$ cat src/hdl/rpr_pkg.sv
// Shared types and constants for the rotary position rotation block.
// Holds the per-pair phase-step ROM, built at elaboration, and the Horner cell constants.
// No dependencies.
package rpr_pkg;

   localparam int ATTN_DIM   = 64;
   localparam int HALF_PAIRS = ATTN_DIM / 2;
   localparam int DATA_BITS  = 16;
   localparam int POS_BITS   = 12;
   localparam int PAIR_BITS  = 5;
   localparam int STEP_BITS  = 32;
   localparam int TRIG_W     = 16;
   localparam int TRIG_FRAC  = 15;

   // tdata field layout, lowest bit first
   localparam int POS_LSB     = 0;
   localparam int PAIR_LSB    = POS_LSB + POS_BITS;
   localparam int FIRST_LSB   = PAIR_LSB + PAIR_BITS;
   localparam int SECOND_LSB  = FIRST_LSB + DATA_BITS;
   localparam int REQ_BITS    = SECOND_LSB + DATA_BITS;
   localparam int REQ_DATA_W  = ((REQ_BITS + 7) / 8) * 8;
   localparam int RSP_DATA_W  = 2 * DATA_BITS;

   // Product and rounding widths of the rotation
   localparam int PROD_W = DATA_BITS + TRIG_W;
   localparam int SUM_W  = PROD_W + 1;
   localparam int RND_W  = SUM_W + 1;
   localparam int SHR_W  = RND_W - TRIG_FRAC;

   localparam logic [30:0] Q30_ONE          = 31'h4000_0000;
   localparam logic [29:0] EIGHTH_TURN      = 30'h2000_0000;
   localparam logic [30:0] HALF_PI_Q30      = 31'd1686629713;
   localparam logic [63:0] TURN_PER_RAD_Q32 = 64'd683565276;
   localparam logic [63:0] INV_BASE_Q32     = 64'd429497;

   // Quadrant of the phase and rotation direction
   localparam logic [1:0] QUAD_0 = 2'd0;
   localparam logic [1:0] QUAD_1 = 2'd1;
   localparam logic [1:0] QUAD_2 = 2'd2;
   localparam logic [1:0] QUAD_3 = 2'd3;
   localparam logic       MODE_FORWARD  = 1'b0;
   localparam logic       MODE_BACKWARD = 1'b1;

   localparam int CELL_STAGES = 3;
   localparam int SIN_CELLS   = 3;
   localparam int COS_CELLS   = 4;

   typedef logic [29:0] frac_type;
   typedef logic [30:0] q30_type;
   typedef logic signed [DATA_BITS-1:0] data_type;
   typedef logic signed [TRIG_W-1:0] trig_type;

   localparam data_type DATA_MAX = data_type'(2 ** (DATA_BITS - 1) - 1);
   localparam data_type DATA_MIN = data_type'(-(2 ** (DATA_BITS - 1)));

   // Divisor of one Horner step and its reciprocal floor(2^32 / divisor)
   typedef struct packed {
      logic [5:0]  divisor;
      logic [31:0] recip;
   } div_type;

   typedef struct packed {
      data_type first;
      data_type second;
      logic     sat;
   } res_type;

   localparam div_type SIN_DIV [SIN_CELLS] = '{
      '{divisor: 6'd42, recip: 32'(64'h1_0000_0000 / 64'd42)},
      '{divisor: 6'd20, recip: 32'(64'h1_0000_0000 / 64'd20)},
      '{divisor: 6'd6,  recip: 32'(64'h1_0000_0000 / 64'd6)}
   };

   localparam div_type COS_DIV [COS_CELLS] = '{
      '{divisor: 6'd56, recip: 32'(64'h1_0000_0000 / 64'd56)},
      '{divisor: 6'd30, recip: 32'(64'h1_0000_0000 / 64'd30)},
      '{divisor: 6'd12, recip: 32'(64'h1_0000_0000 / 64'd12)},
      '{divisor: 6'd2,  recip: 32'(64'h1_0000_0000 / 64'd2)}
   };

   function automatic logic [63:0] pow_q32(input logic [63:0] r, input int n);
      logic [63:0] acc;
      acc = 64'h1_0000_0000;
      for (int i = 0; i < n; i++) begin
         acc = (acc * r) >> 32;
      end
      return acc;
   endfunction

   // Largest Q0.32 ratio whose truncated HALF_PAIRS-th power stays at or below 1/10000
   function automatic logic [63:0] find_ratio();
      logic [63:0] lo;
      logic [63:0] hi;
      logic [63:0] mid;
      lo = '0;
      hi = 64'hFFFF_FFFF;
      while (lo < hi) begin
         mid = lo + ((hi - lo + 64'd1) >> 1);
         if (pow_q32(mid, HALF_PAIRS) <= INV_BASE_Q32) begin
            lo = mid;
         end else begin
            hi = mid - 64'd1;
         end
      end
      return lo;
   endfunction

   localparam logic [63:0] RATIO_Q32 = find_ratio();

   function automatic logic [HALF_PAIRS*STEP_BITS-1:0] build_freq_table();
      logic [HALF_PAIRS*STEP_BITS-1:0] tbl;
      logic [63:0] g;
      logic [63:0] v;
      tbl = '0;
      g = 64'h1_0000_0000;
      for (int k = 0; k < HALF_PAIRS; k++) begin
         v = (TURN_PER_RAD_Q32 * g + 64'h8000_0000) >> 32;
         tbl[k*STEP_BITS +: STEP_BITS] = v[STEP_BITS-1:0];
         g = (g * RATIO_Q32) >> 32;
      end
      return tbl;
   endfunction

   // Phase step per position for each pair index, in 2^-32 turn
   localparam logic [HALF_PAIRS*STEP_BITS-1:0] FREQ_TABLE = build_freq_table();

endpackage

$ cat src/hdl/rpr_skid.sv
// Output register with one skid entry for the result channel.
// Keeps the pipeline moving while a finished result waits. Depends on rpr_pkg.
module rpr_skid import rpr_pkg::*; (
   input  logic    clock,
   input  logic    reset,
   input  logic    in_valid,
   input  res_type in_res,
   output logic    in_ready,
   output logic    out_valid,
   output res_type out_res,
   input  logic    out_ready
);

   logic    out_valid_ff, out_valid_in;
   logic    skid_valid_ff, skid_valid_in;
   res_type out_res_ff, out_res_in;
   res_type skid_res_ff, skid_res_in;
   logic    take;
   logic    out_free;

   always_comb begin
      take          = in_valid & ~skid_valid_ff;
      out_free      = ~out_valid_ff | out_ready;
      out_valid_in  = out_valid_ff;
      out_res_in    = out_res_ff;
      skid_valid_in = skid_valid_ff;
      skid_res_in   = skid_res_ff;
      if (out_free) begin
         if (skid_valid_ff) begin
            out_valid_in  = 1'b1;
            out_res_in    = skid_res_ff;
            skid_valid_in = 1'b0;
         end else begin
            out_valid_in = take;
            out_res_in   = in_res;
         end
      end else if (take) begin
         // park the arriving transaction behind the stalled one
         skid_valid_in = 1'b1;
         skid_res_in   = in_res;
      end
   end

   always_ff @(posedge clock) begin
      if (reset) begin
         out_valid_ff  <= 1'b0;
         skid_valid_ff <= 1'b0;
      end else begin
         out_valid_ff  <= out_valid_in;
         skid_valid_ff <= skid_valid_in;
      end
      out_res_ff  <= out_res_in;
      skid_res_ff <= skid_res_in;
   end

   assign in_ready  = ~skid_valid_ff;
   assign out_valid = out_valid_ff;
   assign out_res   = out_res_ff;

endmodule

$ cat config.mk
export PLATFORM = sky130hd
export DESIGN_NAME = rpr_skid
export DESIGN_NICKNAME = d
export VERILOG_FILES = /design/src/hdl/rpr_pkg.sv /design/src/hdl/rpr_skid.sv
export SDC_FILE = /design/constraint.sdc
export NUM_CORES = 1
export LEC_CHECK = 0
export BUFFER_PORTS_ARGS = -buffer_cell sky130_fd_sc_hd__buf_4
export CAP_MARGIN = 20
export CORE_MARGIN = 2
export CORE_UTILIZATION = 51
export CTS_CLUSTER_DIAMETER = 80
export DETAILED_ROUTE_END_ITERATION = 7
export GPL_TIMING_DRIVEN = 0
export PLACE_DENSITY = 0.78
export SYNTH_ARGS = -nofsm -noshare
export SYNTH_HDL_FRONTEND = slang
export SYNTH_SLANG_ARGS = --single-unit
$ cat constraint.sdc
create_clock -name clock -period 4.8 [get_ports clock]
set_input_delay 0.48 -clock clock [delete_from_list [all_inputs] [get_ports clock]]
set_output_delay 0.48 -clock clock [all_outputs]
set_load 0.05 [all_outputs]
### After elaboration in Yosys (flattened, before gate mapping)

Index checks and enable logic that the tools add are counted.

* bits in registers: 68
* bits of input ports: 37
* output and inout bits: 35
* logic and storage cells: 17

* mux-type cells: 2
* bitwise operators: 5
* reductions and logical operators: 2

Operator list (number)
* 2-to-1 mux 33 bit: 1
* NOT 1 bit: 3
* AND reduction 2 bit: 1
* OR reduction 2 bit: 1
* bitwise AND 1 bit: 1
* 2-to-1 mux 1 bit: 1
* bitwise OR 1 bit: 1

### Depth between registers and ports, before layout

* word-level depth: 4
* depth in mapped cells: 4
* gate-level depth less buffers: 2

### Worst setup path after synthesis

OpenSTA, ideal clock, no wires.

* kind: register -> register
* start point: reg out_valid_ff, in the netlist out_valid
* end point: reg skid_res_ff[0] (netlist name), enable pin
* setup time: 0.471 ns
* arrival: 4.078 ns
* required time: 4.329 ns
* path slack: 0.251 ns
* stages on the path, launching flop included: 3
* clock period less this slack: 4.549 ns
* cells stage by stage: dfxtp_1 nand2b_1 nor3b_1

* longest elaborated chain between the ends: 4

RTL lines
* start: declaration: RTL line rpr_skid.sv:14 `logic out_valid_ff, out_valid_in;`
* start signal: assignment: RTL line rpr_skid.sv:49 `out_valid_ff <= out_valid_in;`
* NOT 1 bit: RTL line rpr_skid.sv:23 `out_free = ~out_valid_ff | out_ready;`
* bitwise OR 1 bit: RTL line rpr_skid.sv:23
* named net out_free: RTL line rpr_skid.sv:19 `logic out_free;`
* NOT 1 bit (no source line)
* AND reduction 2 bit (no source line)
* end signal: assignment: RTL line rpr_skid.sv:53 `skid_res_ff <= skid_res_in;`
* end: declaration: RTL line rpr_skid.sv:17 `res_type skid_res_ff, skid_res_in;`

The timed path passes the listed nets, and every way through them passes these cells.
A chain may end at the register's enable or synchronous reset.

### Final worst setup path

* start point: reg out_valid_ff, in the netlist out_valid
* end point: reg skid_res_ff[7] (netlist name), enable pin

The elaborated chain is that of the path after synthesis.

==> key figures <==
Run status
  – Outcome: finished clean

Cells and area
  – Final Non-Filler Cells: ~270
  – Antenna Cells: 0
  – Area occupied by multi-input gates: slightly above 500 µm²
  – Area growth, synth to finish: 31.1%
  – Flip-flop and latch area: slightly above 0.002 mm²
  – Share of cells above drive strength 1: between 60 and 70%
  – Number of nets in the layout: 233
  – Finished Cell Area: 0.00340 mm²
  – Fillers: about 330

Floorplan
  – Die X: approximately 75 µm
  – Core box area: slightly below 0.005 mm²
  – Die area: between 0.005 and 0.006 mm²
  – Total I/O pin count: 72
  – Rows: 25
  – Die height: approximately 75 µm
  – Initial core utilization: a little over half

Detailed routing
  – DRT iter0 DRCs: 94
  – Vias/cell: 4.79
  – Initial DRT Pass Iterations: 4
  – DRC violations left: 0
  – WL final: 4220 µm
  – Routed Antenna Nets: 0
  – Routed wire length per instance: ~16 µm
  – DR vias: roughly 1,300

Clock tree
  – # Post-CTS Setup Buffers: 0
  – CTS sink cnt: roughly 70
  – Max Root-Sink Buffers: 2
  – Worst skew pair latency: 0.34 ns
  – Clk slew on worst S/H paths: 0.06 ns
  – TritonCTS buffer count: 9
  – # resized after CTS: 0
  – Root buf cell: clkbuf_8
  – H-tree depth: 3
  – Hold Buf Count CTS: 0
  – CTS tree: done

Worst setup path
  – CP cell instances: nand2b_2 -> nor3b_2 -> buf_6 -> buf_6
  – Crit Path Class: reg -> reg
  – Setup crit end kind: flip-flop
  – Crit-path max FO: 36
  – Critical path data required time: roughly 4.9 ns
  – Crit. Startpoint: out_valid
  – Reg2reg path depth: 4
  – Reg2Reg Capture Point: skid_res_ff[7]
  – CP arrival: ~2.3 ns
  – CP startpoint kind: flip-flop
  – Slowest-stage cell, CP: nor3b_2
  – Most used cell, CP: buf_6
  – R2r setup slk: ~2.5 ns
  – FF-to-FF Start: out_valid
  – Crit-path max cell delay: 0.74 ns
  – Worst Setup EP: skid_res_ff[7]

Global route
  – Pin count of the biggest net entering global routing: 37
  – Vias in the first global route: 1,358
  – Total grt overflow: 0
  – All-Layer GR Usage: between 15 and 20%
  – First-pass GRT wire length: approximately 6400 µm
  – Antenna violations before repair: 0

Placement
  – Place WS: approximately 2.1 ns
  – Placed instance area: roughly 0.0033 mm²
  – GPL Wtd Cong: 0.702
  – IO Port Bufs: between 70 and 80
  – Inst Count DP: between 200 and 300
  – Detailed Place HPWL: just under 3000 µm

Worst hold path
  – Worst min path class: in -> reg

Yosys
  – Ys Warns: 0
  – Yosys reg bits: 68
  – Seq/Total Area, Yosys: 78.0%
  – Mapped Cells: about 110
  – Syn Area/Cell: ~23 µm²
  – Cell area after synthesis: 0.00259 mm²
  – Synth Net Count: about 150
  – Netlist cell types: 13

Timing
  – F_max: around 440 MHz
  – Hold Slack: 0.304 ns
  – RSZ-0062 raised after global routing: false
  – Slew @ Worst Pin: approximately 0.95 ns
  – Final Setup Violations: 0
  – Relative slew slack: between 30% and 40%
  – Worst setup margin: approximately 2.5 ns
  – Fin crit share: 47.8%
  – Final Hold Fails: 0
  – Clock Skew: between 0.008 and 0.009 ns
  – Tmin final: 2.29 ns
  – Slew Viols, Final: 0

Power
  – Total power: around 0.0012 W
  – Peak VDD IR: 0.240 mV
  – Power density over cell area: roughly 370 mW/mm²
  – Leakage power: 1.34 nW

Run
  – Max Cap Viol: 0
[flip-flops by register name (all words and copies together) (netlist names)]
signal and count:
out_res 33, out_valid 1, skid_res_ff 33, skid_valid_ff 1
[report_power, final]
| part | internal, W | total (W) | switching (W) |
|---|---|---|---|
| sequential | 0.000685 | 0.000693 | 0.00000793 |
| combinational | 0.0000718 | 0.000185 | 0.000113 |
| clock | 0.000179 | 0.000368 | 0.000189 |
| total | 0.000936 | 0.00125 | 0.000310 |
[worst min path at each step]
| stage | from | endpoint | slack, ns | cells after the start |
|---|---|---|---|---|
| after floorplan | skid_res_ff[0] | out_res[0] | 0.52 | 1 |
| after global placement | skid_res_ff[0] | out_res[0] | 0.53 | 1 |
| after detailed placement | skid_res_ff[6] | out_res[6] | 0.53 | 1 |
| after CTS | reset | out_valid | 0.29 | 2 |
| after global routing | reset | out_valid | 0.31 | 2 |
| final | reset | out_valid | 0.30 | 2 |
[cells in the mapped netlist, drive strengths merged]
| master | count | area, µm² |
|---|---|---|
| nor2 | 1 | 3.75 |
| nand2b | 1 | 6.26 |
| dfxtp | 2 | 40.0 |
| a21oi | 1 | 5.00 |
| nor3 | 1 | 5.00 |
| buf | 4 | 66.3 |
| nor3b | 1 | 7.51 |
| edfxtp | 66 | 1980 |
| inv | 1 | 3.75 |
| mux2 | 33 | 473 |
[layout make-up]
type / count / share of cell area (%)
inverter: 1 / 0.110
multi-input combinational: 38 / 14.9
tap: 67 / 2.47
clock buffer: 11 / 3.86
timing repair buffer: 74 / 16.7
sequential: 68 / 59.5
clock inverter: 4 / 0.515
buffer: 4 / 1.95
[worst max-delay path, delay by kind of cell (launching register included)]
kind          cells  cell delay [ns]
flops             1             0.35
buf+inv           2             0.39
simple gates      2             1.26
[metal layers]
| layer | vias to the layer above | GRT usage, % | routed length, µm |
|---|---|---|---|
| met2 | 51 | 25.2 | 2080 |
| met1 | 614 | 19.2 | 1660 |
| met4 | 0 | 9.36 | 101 |
| li1 | 605 | - | - |
| met5 | - | 0 | 0 |
| met3 | 8 | 7.80 | 378 |
[cell families after synthesis]
kind of cell | after synthesis | share of synthesized area (%)
simple gates | 4 | 0.869
buf+inv | 5 | 2.70
mux | 33 | 18.2
compound gates | 1 | 0.193
flops | 68 | 78.0
[layout by cell type, fill, tap and decap left out, drive strengths merged]
cell type  Yosys  layout
buf            4      78
clkbuf         0      11
clkinv         0       4
mux2          33      33
nor2           1       1
nor3           1       1
nand2b         1       1
dfxtp          2       2
inv            1       1
edfxtp        66      66
nor3b          1       1
a21oi          1       1
[stage by stage]
step                      utilization, %  setup TNS [ns]
after global routing                70.6               0
after detailed placement            67.5               0
after CTS                           70.6               0
final                               70.6               0
after global placement              66.6          -36.77
after floorplan                        -               0
No activity file was read; power rests on OpenSTA's default activity.
